File: src/sv/fatlb_pkg.sv
// Shared types, constants and helpers for the fully associative TLB.
// Used by every module of the block; depends on nothing.
package fatlb_pkg;

  // Geometry
  localparam int unsigned ENTRIES = 16;
  localparam int unsigned IdxW    = (ENTRIES > 1) ? $clog2(ENTRIES) : 1;
  localparam int unsigned SlotW   = 4;
  localparam int unsigned DataW   = 32;
  localparam int unsigned FuncW   = 2;

  // Command queue between front and back
  localparam int unsigned QDepth  = 2;
  localparam int unsigned QPtrW   = $clog2(QDepth);
  localparam int unsigned QCntW   = $clog2(QDepth + 1);

  // Operation codes on the func port
  localparam logic [FuncW-1:0] FUNC_LOOKUP = 2'd0;
  localparam logic [FuncW-1:0] FUNC_FILL   = 2'd1;
  localparam logic [FuncW-1:0] FUNC_INVAL  = 2'd2;

  // Classified operation
  typedef enum logic [1:0] {
    OP_LOOKUP,
    OP_FILL,
    OP_INVAL,
    OP_NONE
  } op_e;

  // One classified command word
  typedef struct packed {
    op_e              op;
    logic [DataW-1:0] vpn;
    logic [DataW-1:0] ppn;
    logic [DataW-1:0] now;
  } item_t;

  // One result word
  typedef struct packed {
    logic             hit;
    logic [DataW-1:0] ppn;
    logic [SlotW-1:0] slot;
  } result_t;

  // Reduce an entry index to the slot field (low bits only)
  function automatic logic [SlotW-1:0] idx_to_slot(logic [IdxW-1:0] idx);
    logic [IdxW+SlotW-1:0] wide;
    wide = {{SlotW{1'b0}}, idx};
    return wide[SlotW-1:0];
  endfunction

endpackage

File: src/sv/fatlb_front.sv
// Front part of the TLB: decodes each incoming word and queues it for the back part.
// Depends on fatlb_pkg.
module fatlb_front (
  input  logic                          clk_i,
  input  logic                          rst_ni,
  input  logic                          push,
  output logic                          full,
  input  logic [fatlb_pkg::FuncW-1:0]   func_i,
  input  logic [fatlb_pkg::DataW-1:0]   vpn_i,
  input  logic [fatlb_pkg::DataW-1:0]   ppn_i,
  input  logic [fatlb_pkg::DataW-1:0]   now_cycle_i,
  output logic                          q_valid_o,
  input  logic                          q_pop_i,
  output fatlb_pkg::item_t              q_item_o
);
  import fatlb_pkg::*;

  item_t            mem_q [QDepth];
  logic [QPtrW-1:0] wr_ptr_q, wr_ptr_d;
  logic [QPtrW-1:0] rd_ptr_q, rd_ptr_d;
  logic [QCntW-1:0] cnt_q, cnt_d;
  item_t            new_item;
  logic             do_push, do_pop;

  // Classify the operation code
  always_comb begin
    new_item.vpn = vpn_i;
    new_item.ppn = ppn_i;
    new_item.now = now_cycle_i;
    case (func_i)
      FUNC_LOOKUP: new_item.op = OP_LOOKUP;
      FUNC_FILL:   new_item.op = OP_FILL;
      FUNC_INVAL:  new_item.op = OP_INVAL;
      default:     new_item.op = OP_NONE;
    endcase
  end

  // Queue handshake
  assign full      = (cnt_q == QCntW'(QDepth));
  assign q_valid_o = (cnt_q != '0);
  assign do_push   = push && !full;
  assign do_pop    = q_pop_i && q_valid_o;
  assign q_item_o  = mem_q[rd_ptr_q];

  // Advance pointers and count
  always_comb begin
    wr_ptr_d = do_push ? wr_ptr_q + 1'b1 : wr_ptr_q;
    rd_ptr_d = do_pop  ? rd_ptr_q + 1'b1 : rd_ptr_q;
    cnt_d    = cnt_q;
    if (do_push && !do_pop) begin
      cnt_d = cnt_q + 1'b1;
    end else if (!do_push && do_pop) begin
      cnt_d = cnt_q - 1'b1;
    end
  end

  always_ff @(posedge clk_i or negedge rst_ni) begin
    if (!rst_ni) begin
      wr_ptr_q <= '0;
      rd_ptr_q <= '0;
      cnt_q    <= '0;
    end else begin
      wr_ptr_q <= wr_ptr_d;
      rd_ptr_q <= rd_ptr_d;
      cnt_q    <= cnt_d;
    end
  end

  // Store the pushed word
  always_ff @(posedge clk_i) begin
    if (do_push) begin
      mem_q[wr_ptr_q] <= new_item;
    end
  end

endmodule

File: src/sv/fatlb_back.sv
// Back part of the TLB: entry storage, lookup, fill with LRU victim scan, invalidate,
// and the result register. Depends on fatlb_pkg.
module fatlb_back (
  input  logic                          clk_i,
  input  logic                          rst_ni,
  input  logic                          q_valid_i,
  output logic                          q_pop_o,
  input  fatlb_pkg::item_t              q_item_i,
  output logic                          empty,
  input  logic                          pop,
  output fatlb_pkg::result_t            res_o
);
  import fatlb_pkg::*;

  typedef enum logic [2:0] {
    ST_IDLE = 3'b001,
    ST_SCAN = 3'b010,
    ST_FILL = 3'b100
  } state_e;

  localparam logic [IdxW-1:0] LastIdx = IdxW'(ENTRIES - 1);

  // Entry storage
  logic [ENTRIES-1:0] valid_q;
  logic [DataW-1:0]   vpn_q      [ENTRIES];
  logic [DataW-1:0]   ppn_q      [ENTRIES];
  logic [DataW-1:0]   last_use_q [ENTRIES];

  // Sequencer state
  state_e           state_q, state_d;
  item_t            cur_q, cur_d;
  logic [IdxW-1:0]  idx_q, idx_d;
  logic [IdxW-1:0]  best_q, best_d;
  logic [DataW-1:0] best_time_q, best_time_d;

  // Result register
  logic    out_valid_q;
  result_t res_q, res_d;
  logic    res_we, out_free;

  // Per-entry compare results
  logic [ENTRIES-1:0] match, stale;
  logic               any_match, any_free;
  logic [IdxW-1:0]    hit_idx, free_idx;

  // Entry update controls
  logic             take;
  logic             touch_we, inval_we, fill_we;
  logic [IdxW-1:0]  fill_idx;
  item_t            fill_item;

  assign out_free = !out_valid_q || pop;
  assign take     = (state_q == ST_IDLE) && q_valid_i && out_free;
  assign q_pop_o  = take;
  assign empty    = !out_valid_q;
  assign res_o    = res_q;

  // Compare the head word against every entry
  always_comb begin
    for (int i = 0; i < ENTRIES; i++) begin
      match[i] = valid_q[i] && (vpn_q[i] == q_item_i.vpn);
      stale[i] = (ppn_q[i] == q_item_i.ppn);
    end
  end

  // Encode lowest match and lowest free entry
  always_comb begin
    hit_idx  = '0;
    free_idx = '0;
    for (int i = ENTRIES - 1; i >= 0; i--) begin
      if (match[i]) begin
        hit_idx = IdxW'(i);
      end
      if (!valid_q[i]) begin
        free_idx = IdxW'(i);
      end
    end
    any_match = |match;
    any_free  = ~&valid_q;
  end

  // Sequence each command
  always_comb begin
    state_d     = state_q;
    cur_d       = cur_q;
    idx_d       = idx_q;
    best_d      = best_q;
    best_time_d = best_time_q;
    res_we      = 1'b0;
    res_d       = '0;
    touch_we    = 1'b0;
    inval_we    = 1'b0;
    fill_we     = 1'b0;
    fill_idx    = free_idx;
    fill_item   = q_item_i;
    case (state_q)
      ST_IDLE: begin
        if (take) begin
          case (q_item_i.op)
            OP_LOOKUP: begin
              touch_we = 1'b1;
              res_we   = 1'b1;
              if (any_match) begin
                res_d.hit  = 1'b1;
                res_d.ppn  = ppn_q[hit_idx];
                res_d.slot = idx_to_slot(hit_idx);
              end
            end
            OP_FILL: begin
              if (any_free) begin
                fill_we    = 1'b1;
                res_we     = 1'b1;
                res_d.slot = idx_to_slot(free_idx);
              end else if (ENTRIES == 1) begin
                cur_d   = q_item_i;
                best_d  = '0;
                state_d = ST_FILL;
              end else begin
                cur_d       = q_item_i;
                best_d      = '0;
                best_time_d = last_use_q[0];
                idx_d       = IdxW'(1);
                state_d     = ST_SCAN;
              end
            end
            OP_INVAL: begin
              inval_we = 1'b1;
              res_we   = 1'b1;
            end
            default: begin
              res_we = 1'b1;
            end
          endcase
        end
      end
      ST_SCAN: begin
        // Keep the oldest entry seen so far; ties stay with the lower index
        if (last_use_q[idx_q] < best_time_q) begin
          best_d      = idx_q;
          best_time_d = last_use_q[idx_q];
        end
        if (idx_q == LastIdx) begin
          state_d = ST_FILL;
        end else begin
          idx_d = idx_q + 1'b1;
        end
      end
      ST_FILL: begin
        if (out_free) begin
          fill_we    = 1'b1;
          fill_idx   = best_q;
          fill_item  = cur_q;
          res_we     = 1'b1;
          res_d.slot = idx_to_slot(best_q);
          state_d    = ST_IDLE;
        end
      end
      default: begin
        state_d = ST_IDLE;
      end
    endcase
  end

  always_ff @(posedge clk_i or negedge rst_ni) begin
    if (!rst_ni) begin
      state_q     <= ST_IDLE;
      out_valid_q <= 1'b0;
    end else begin
      state_q <= state_d;
      if (res_we) begin
        out_valid_q <= 1'b1;
      end else if (pop) begin
        out_valid_q <= 1'b0;
      end
    end
  end

  // Hold scan context and result word
  always_ff @(posedge clk_i) begin
    cur_q       <= cur_d;
    idx_q       <= idx_d;
    best_q      <= best_d;
    best_time_q <= best_time_d;
    if (res_we) begin
      res_q <= res_d;
    end
  end

  // Update valid bits
  always_ff @(posedge clk_i or negedge rst_ni) begin
    if (!rst_ni) begin
      valid_q <= '0;
    end else begin
      for (int i = 0; i < ENTRIES; i++) begin
        if (inval_we && stale[i]) begin
          valid_q[i] <= 1'b0;
        end else if (fill_we && (fill_idx == IdxW'(i))) begin
          valid_q[i] <= 1'b1;
        end
      end
    end
  end

  // Update tags, pages and reference times
  always_ff @(posedge clk_i) begin
    for (int i = 0; i < ENTRIES; i++) begin
      if (fill_we && (fill_idx == IdxW'(i))) begin
        vpn_q[i]      <= fill_item.vpn;
        ppn_q[i]      <= fill_item.ppn;
        last_use_q[i] <= fill_item.now;
      end else if (touch_we && match[i]) begin
        last_use_q[i] <= q_item_i.now;
      end
    end
  end

endmodule

File: src/sv/fully_associative_tlb_lru.sv
// Fully associative TLB with least-recently-used replacement by last-reference time.
// Words enter through a push/full queue and results leave through an empty/pop queue,
// one result per word, in order. A two-word command queue decouples the decoding front
// from the back part that holds the entries. Lookup, invalidate, unused codes and fills
// that find a free entry finish without leaving the idle state; a fill into a full buffer
// scans the reference times one entry per cycle, then writes the oldest entry once the
// result register is free. The back part takes a word only while idle with the result
// register free or popped. No clearing pass after reset: all entries start invalid.
// Depends on fatlb_pkg, fatlb_front and fatlb_back.
module fully_associative_tlb_lru (
  input  logic                          clk_i,
  input  logic                          rst_ni,
  input  logic                          push,
  output logic                          full,
  input  logic [fatlb_pkg::FuncW-1:0]   func_i,
  input  logic [fatlb_pkg::DataW-1:0]   vpn_i,
  input  logic [fatlb_pkg::DataW-1:0]   ppn_i,
  input  logic [fatlb_pkg::DataW-1:0]   now_cycle_i,
  output logic                          empty,
  input  logic                          pop,
  output logic                          hit_o,
  output logic [fatlb_pkg::DataW-1:0]   ppn_out_o,
  output logic [fatlb_pkg::SlotW-1:0]   slot_o
);
  import fatlb_pkg::*;

  logic    q_valid, q_pop;
  item_t   q_item;
  result_t res;

  fatlb_front u_front (
    .clk_i       (clk_i),
    .rst_ni      (rst_ni),
    .push        (push),
    .full        (full),
    .func_i      (func_i),
    .vpn_i       (vpn_i),
    .ppn_i       (ppn_i),
    .now_cycle_i (now_cycle_i),
    .q_valid_o   (q_valid),
    .q_pop_i     (q_pop),
    .q_item_o    (q_item)
  );

  fatlb_back u_back (
    .clk_i     (clk_i),
    .rst_ni    (rst_ni),
    .q_valid_i (q_valid),
    .q_pop_o   (q_pop),
    .q_item_i  (q_item),
    .empty     (empty),
    .pop       (pop),
    .res_o     (res)
  );

  // Split the result word onto its ports
  assign hit_o     = res.hit;
  assign ppn_out_o = res.ppn;
  assign slot_o    = res.slot;

endmodule

File: config.mk
export PLATFORM = sky130hd
export DESIGN_NAME = fully_associative_tlb_lru
export DESIGN_NICKNAME = d
export VERILOG_FILES = /design/src/sv/fatlb_pkg.sv /design/src/sv/fatlb_front.sv /design/src/sv/fatlb_back.sv /design/src/sv/fully_associative_tlb_lru.sv
export SDC_FILE = /design/constraint.sdc
export NUM_CORES = 2
export LEC_CHECK = 0
export BUFFER_PORTS_ARGS = -buffer_cell sky130_fd_sc_hd__buf_2
export CELL_PAD_IN_SITES_DETAIL_PLACEMENT = 1
export CELL_PAD_IN_SITES_GLOBAL_PLACEMENT = 1
export CORE_ASPECT_RATIO = 0.9
export CORE_MARGIN = 2
export CORE_UTILIZATION = 50
export DETAILED_ROUTE_END_ITERATION = 7
export GPL_TIMING_DRIVEN = 0
export PLACE_DENSITY = 0.73
export SETUP_SLACK_MARGIN = 0.3
export SLEW_MARGIN = 0
export SYNTH_ARGS = -nofsm -noshare
export SYNTH_HDL_FRONTEND = slang
export SYNTH_SLANG_ARGS = --single-unit
File: constraint.sdc
create_clock -name clk_i -period 9.3 [get_ports clk_i]
set_clock_uncertainty 0.05 [all_clocks]
set_input_delay 0.465 -clock clk_i [delete_from_list [all_inputs] [get_ports clk_i]]
set_output_delay 0.465 -clock clk_i [all_outputs]
set_load 0.01 [all_outputs]
==> Word level (Yosys, flattened, before mapping) <==
Memories as Yosys holds them, arrays and structs flattened. A register that Yosys moved wholly into a read port is not among the register bits.
Index checks and enable logic that the tools add are counted.
{ "totals": {"register_bits": 197, "latchBits": 0, "ram_bits": 1732, "mem_bits_ro": 0, "elab_cells": 558, "memories": 4} }
{ "mem_list": {"columns": ["name", "words", "width", "rd", "rd_clocked_by_memory_dff", "wr", "line_no", "source"], "rows": [
  ["u_back.last_use_q", 16, 32, 2, 1, 16, "fatlb_back.sv:27", "logic [DataW-1:0] last_use_q [ENTRIES];"],
  ["u_back.ppn_q", 16, 32, 17, 0, 1, "fatlb_back.sv:26", "logic [DataW-1:0] ppn_q [ENTRIES];"],
  ["u_back.vpn_q", 16, 32, 16, 0, 1, "fatlb_back.sv:25", "logic [DataW-1:0] vpn_q [ENTRIES];"],
  ["u_front.mem_q", 2, 98, 1, 0, 1, "fatlb_front.sv:18", "item_t mem_q [QDepth];"]
]} }
{ "classes": {"n_addsub": 5, "mul": 0, "div": 0, "n_lt_le_gt_ge": 1, "n_eq_ne": 63, "shift": 0, "n_mux": 303, "bitwise_logic": 16, "n_reduce_logical": 136} }
{ "ops": {"columns": ["op", "n"], "rows": [
  ["2-to-1 mux 32 bit", 50],
  ["== test 32 bit", 32],
  ["OR reduction 32 bit", 30],
  ["2-to-1 mux 4 bit", 76],
  ["2-to-1 mux 96 bit", 2],
  ["2-to-1 mux 1 bit", 158],
  ["logical AND 1 bit", 70],
  ["one-hot mux 32 bit (2 select lines)", 1],
  ["nonzero test 2 bit", 20],
  ["2-to-1 mux 37 bit", 1],
  ["== test 4 bit (second input constant)", 9],
  ["< comparator 32 bit", 1],
  ["one-hot mux 4 bit (2 select lines)", 4],
  ["AND reduction 19 bit", 1],
  ["== test 4 x 3 -> 1 bit (second input constant)", 4],
  ["OR 1 bit", 16],
  ["AND reduction 16 bit", 1],
  ["OR reduction 16 bit", 1],
  ["2-to-1 mux 3 bit", 5],
  ["AND reduction 5 bit", 3],
  ["one-hot mux 3 bit (3 select lines)", 1],
  ["== test 4 x 2 -> 1 bit (second input constant)", 2],
  ["!= test 2 bit (second input constant)", 4],
  ["== test 2 bit (second input constant)", 3],
  ["19 further kinds", 29]
]} }

==> Depth between registers and ports, before layout <==
{ "logic_depth": {"word_depth": 38, "depth_mapped": 19, "ltp_nobuf": 14} }

==> Hierarchy <==
From an unflattened synthesis, not the netlist that was laid out.
{ "unflattened": {"hier_cells": 5799, "hier_area_um2": 90832.1} }
{ "modules_own_cells": {"columns": ["module", "n_inst", "cells_each", "area_each_um2", "seq_area_each_um2"], "rows": [
  ["fatlb_back", 1, 5473, 83526.4, 51901.0],
  ["fatlb_front", 1, 326, 7305.8, 5985.7]
]} }

==> Worst setup path after synthesis <==
No wires, ideal clock.
{ "synth_timing": {"path_kind": "register to register", "startpoint": "register u_front.rd_ptr_q", "endpoint": "memory u_back.last_use_q[8][0], enable pin", "setup_time_ps": 388, "arrival_ps": 7026, "t_required_ps": 8862, "slack_ps": 1836, "stages_incl_launch_ff": 11, "n_path_buf": 3, "cell_sequence": "dfrtp_1 > buf_6 > buf_6 > buf_4 > nor3b_1 > a31oi_1 > nor2_1 > a32oi_1 > or2_2 > nor3_1 > a21o_1"} }
{ "synth_rtl": {"columns": ["element", "line_no", "source"], "rows": [
  ["start, declared", "fatlb_front.sv:20", "logic [QPtrW-1:0] rd_ptr_q, rd_ptr_d;"],
  ["start signal, assigned", "fatlb_front.sv:64", "rd_ptr_q <= rd_ptr_d;"],
  ["end, declared", "fatlb_back.sv:27", null]
]} }

==> Worst setup path in the final report <==
{ "layout_timing": {"startpoint": "register u_front.rd_ptr_q", "endpoint": "register u_back.res_q (netlist bit u_back.res_o[17]), data pin"} }
{ "layout_between": {"elab_chain_len": 20, "elab_cells_between_ends": 53, "classes_between": "eq/ne: 16; mux: 16; reduce/logical: 19; memory: 2"} }
{ "layout_rtl": {"columns": ["element", "line_no", "source"], "rows": [
  ["memory read (2 x 98 bit) (*)", null, null],
  ["== test 32 bit", "fatlb_back.sv:61", "match[i] = valid_q[i] && (vpn_q[i] == q_item_i.vpn);"],
  ["logical AND 1 bit", "fatlb_back.sv:61", null],
  ["2-to-1 mux 4 bit (16 in a row)", "fatlb_back.sv:71", "if (match[i]) begin"],
  ["memory read (16 x 32 bit)", null, null],
  ["end signal, assigned", "fatlb_back.sv:185", "res_q <= res_d;"],
  ["end, declared", "fatlb_back.sv:38", "result_t res_q, res_d;"]
]} }
Mark *: on every way between the ends. The rest lies on a longest branch, timed or not.
A chain may end at the register's enable or synchronous reset.

==> impl_metrics.env <==
export IMPL_synth_enable_flop_cells=1905
export IMPL_drive_gt1_share_pct=22.6
export IMPL_cts_htree_levels=4
export IMPL_via_per_inst=6.90
export IMPL_drc=0
export IMPL_avgRoutedWirePerCell_um=44.2
export IMPL_num_io_pins=141
export IMPL_p_total_uw=30100
export IMPL_post_place_cells=8671
export IMPL_grtUsageTotal_pct=43.5
export IMPL_synth_cell_area_um2=90300
export IMPL_finalSetupTns_ns=0
export IMPL_failed_checks="max-capacitance violations, max-slew violations"
export IMPL_core_area_um2=179000
export IMPL_cp_max_fo=10
export IMPL_ant_nets=0
export IMPL_peak_supply_drop_mv=0.214
export IMPL_crit_top_cell="buf_4"
export IMPL_timing_critical_path_slowest_cell_delay_ns=1.13
export IMPL_synthesis_instances=5983
export IMPL_timing_final_crit_period_ns=8.48
export IMPL_sequential_cell_area_um2=57900
export IMPL_finalHoldViolCount=0
export IMPL_setup_worst_path_class="reg -> reg"
export IMPL_synth_seq_area_share_pct=64.1
export IMPL_cp_cell_sequence="buf_6 > buf_6 > buf_4 > mux2i_1 > buf_4 > buf_4 > xnor2_1 > nor4_1 > nand3_1 > nor3_1 > nor2_1 > nor2_1 > buf_2 > clkbuf_1 > clkbuf_1 > nand3_1 > a31oi_1 > a32o_1"
export IMPL_achievable_frequency_mhz=118
export IMPL_multi_input_area_um2=31100
export IMPL_synth_avg_cell_area_um2=15.1
export IMPL_post_cts_repair_setup_buffers=0
export IMPL_final_critical_path_setup_slack_ns=0.816
export IMPL_fp_dieH_um=407
export IMPL_fp_dieArea_um2=184000
export IMPL_worst_setup_path_start_kind="flip-flop"
export IMPL_first_global_vias=62990
export IMPL_timing_max_cap_violations=14
export IMPL_nNetsFinal=6729
export IMPL_worst_slew_pin_transition_ns=1.77
export IMPL_utilization_pct=58.8
export IMPL_cts_repair_resized=0
export IMPL_gpl_wtd_cong=1.03
export IMPL_overflow=0
export IMPL_dpl_worst_slack_ns=1.23
export IMPL_worst_path_max_delay_cell="clkbuf_1"
export IMPL_pins_over_their_slew_limit=92
export IMPL_syn2layout_area_growth_pct=16.6
export IMPL_async_sr_flop_fraction_pct=1.24
export IMPL_yosys_register_bits=1933
export IMPL_num_rows=147
export IMPL_max_slew_margin_rel_pct=-18.2
export IMPL_static_leakage_power_uw=0.0341
export IMPL_cts_hold_fix_buffers=100
export IMPL_drtPass1Iterations=8
export IMPL_synthesis_nets=6118
export IMPL_count_of_port_buffers_added_during_placement=138
export IMPL_dieWidth_um=452
export IMPL_clkLatencyLatePin_ns=0.88
export IMPL_cp_top_family="buffers and inverters"
export IMPL_finalSetupViolCount=0
export IMPL_detail_route_wirelength_mm=406
export IMPL_detailedPlacementHpwl_mm=288
export IMPL_synth_yosys_warnings=0
export IMPL_drtIter0Drc=10944
export IMPL_ctsRootBufferMaster="clkbuf_16"
export IMPL_route_vias_total=63282
export IMPL_cts_inserted_buffers=202
export IMPL_initial_utilization_pct=50.4
export IMPL_worst_setup_hold_path_clk_slew_ns=0.07
export IMPL_grt_antenna_before_repair=23
export IMPL_fin_crit_sh_pct=91.2
export IMPL_power_density_nw_per_um2=286
export IMPL_arrival_ns=9.18
export IMPL_cts_num_sinks=1933
export IMPL_rsz_0062_raised_after_global_routing="false"
export IMPL_data_required_time_at_the_worst_endpoint_ns=9.99
export IMPL_synth_cell_types=70
export IMPL_worst_hold_path_type="in -> async"
export IMPL_synth_ff_type="edfxtp_1"
export IMPL_clk_path_buf_depth=3
export IMPL_setup_worst_path_end_class="flip-flop"
export IMPL_wire_length_of_the_first_global_routing_pass_mm=542
export IMPL_clock_tree_from_tritoncts="yes"
export IMPL_timing_critical_path_buf_inv=8
export IMPL_finish_cell_count_without_fillers=9172
export IMPL_grt_start_max_net_pins=66
export IMPL_outcome="finished, violations left"
export IMPL_fillCellCount=16595
[placed cells by master, fill, tap and decap left out, types with 25 or more instances in the layout]
| cell | synthesis | final |
|---|---|---|
| buf_1 | 30 | 28 |
| a31oi_1 | 72 | 72 |
| clkbuf_16 | 0 | 206 |
| clkbuf_1 | 280 | 323 |
| buf_4 | 30 | 36 |
| inv_1 | 111 | 110 |
| a221oi_1 | 110 | 110 |
| xor2_1 | 225 | 225 |
| mux4_2 | 160 | 160 |
| buf_6 | 11 | 65 |
| a211oi_1 | 33 | 33 |
| mux2i_1 | 133 | 106 |
| ha_1 | 33 | 33 |
| dlygate4sd3_1 | 0 | 100 |
| nand3_1 | 118 | 118 |
| mux2_2 | 545 | 545 |
| nand4_1 | 125 | 125 |
| nand2_1 | 167 | 167 |
| nor2_1 | 167 | 157 |
| edfxtp_1 | 1905 | 1905 |
| nor4_1 | 291 | 286 |
| buf_12 | 0 | 46 |
| buf_2 | 45 | 185 |
| mux2i_2 | 1 | 25 |
| clkinv_1 | 2 | 51 |
| a21oi_1 | 88 | 36 |
| clkinv_2 | 0 | 46 |
| nor3_1 | 57 | 48 |
| a21oi_4 | 0 | 31 |
| a32o_1 | 30 | 30 |
| xnor2_1 | 807 | 807 |
| and2_1 | 120 | 120 |
| o21ai_0 | 84 | 83 |
| buf_16 | 0 | 38 |
[flip-flops by register name, indices dropped and copies added (netlist names), 16 cells and up, named ones only]
register and flops:
u_back.best_time_q 32, u_back.cur_q 96, u_back.last_use_q 512, u_back.ppn_q 512, u_back.res_o 37, u_back.valid_q 16
u_back.vpn_q 512, u_front.mem_q 196
[logic make-up (layout without fill, tap and decap cells)]
kind of cell	count (synthesis)	count (layout)	share of synthesized area, %
multiplexers	842	842	12.4
flip-flops	1933	1933	64.1
buffers and inverters	509	1299	2.39
adder cells (fa/ha/maj)	33	33	0.457
AND/OR/NAND/NOR	1129	1129	6.72
other	0	15	0
XOR/XNOR	1032	1032	10.0
AO/OA/AOI/OAI	505	505	3.95
[path summary, 6_finish.rpt]
kind	slack, ns	to	from	cells after the start
worst min-delay path	0.23	u_back.valid_q[12]	rst_ni	2
min in group clk_i	0.26	u_back.out_valid_q	pop	3
worst max register to register	0.82	u_back.res_o[17]	u_front.rd_ptr_q	18
worst min register to register	0.48	u_front.cnt_q[1]	u_front.cnt_q[1]	1
max in group asynchronous	8.32	u_back.valid_q[13]	rst_ni	2
worst max-delay path	0.82	u_back.res_o[17]	u_front.rd_ptr_q	18
[cells in the mapped netlist (30+ instances only)]
cell         n  share of area [%]
xor2_1     225                2.2
clkbuf_1   280                1.2
nor4_1     291                2.0
a32o_1      30               0.33
nand4_1    125               0.87
nor2_1     167               0.69
mux4_2     160                4.0
nor3_1      57               0.32
a31oi_1     72               0.50
ha_1        33               0.46
a21oi_1     88               0.49
buf_1       30               0.12
buf_2       45               0.25
nand3_1    118               0.65
and2_1     120               0.83
mux2i_1    133                1.5
a221oi_1   110                1.1
o21ai_0     84               0.47
xnor2_1    807                7.8
nand2_1    167               0.69
buf_4       30               0.25
inv_1      111               0.46
a211oi_1    33               0.27
mux2_2     545                6.8
edfxtp_1  1905                 63
[metrics by stage]
step | area (um2) | hold slack, ns
after floorplan | 90300 | 0.119
after global placement | 94000 | 0.427
after detailed placement | 97700 | 0.456
after CTS | 105000 | 0.225
after global routing | 105000 | 0.251
final | 105000 | 0.231
[power breakdown]
part / switching [uW] / internal, uW
logic: 7270 / 3210
registers: 301 / 11200
clock network: 3680 / 4460
total: 11300 / 18800
[routing by layer]
layer  routed length [um]  GRT usage [%]  share of wire [%]
met5                  143              0              0.035
met4                30500           26.9                7.5
met3                48200           10.5                 12
met2               174000           63.1                 43
met1               153000           59.1                 38
[worst reg2reg max path, delay by kind of cell (launching register included)]
family / cells / cell delay (ns)
compound gates: 2 / 0.95
xor+xnor: 1 / 0.14
buf+inv: 8 / 3.82
flops: 1 / 0.53
mux: 1 / 0.32
simple gates: 6 / 2.55
[layout make-up]
class                   instances  area share, %
clock buffers                 263           5.20
plain buffers                 396           1.66
repair buffers                407           4.44
inverters                     113          0.410
multi-input cells            3541           29.5
flip-flops and latches       1933           55.0
well taps                    2384           2.83
diodes                         15         0.0357
clock inverters               120          0.913
Power figures use the tool's default switching activity.
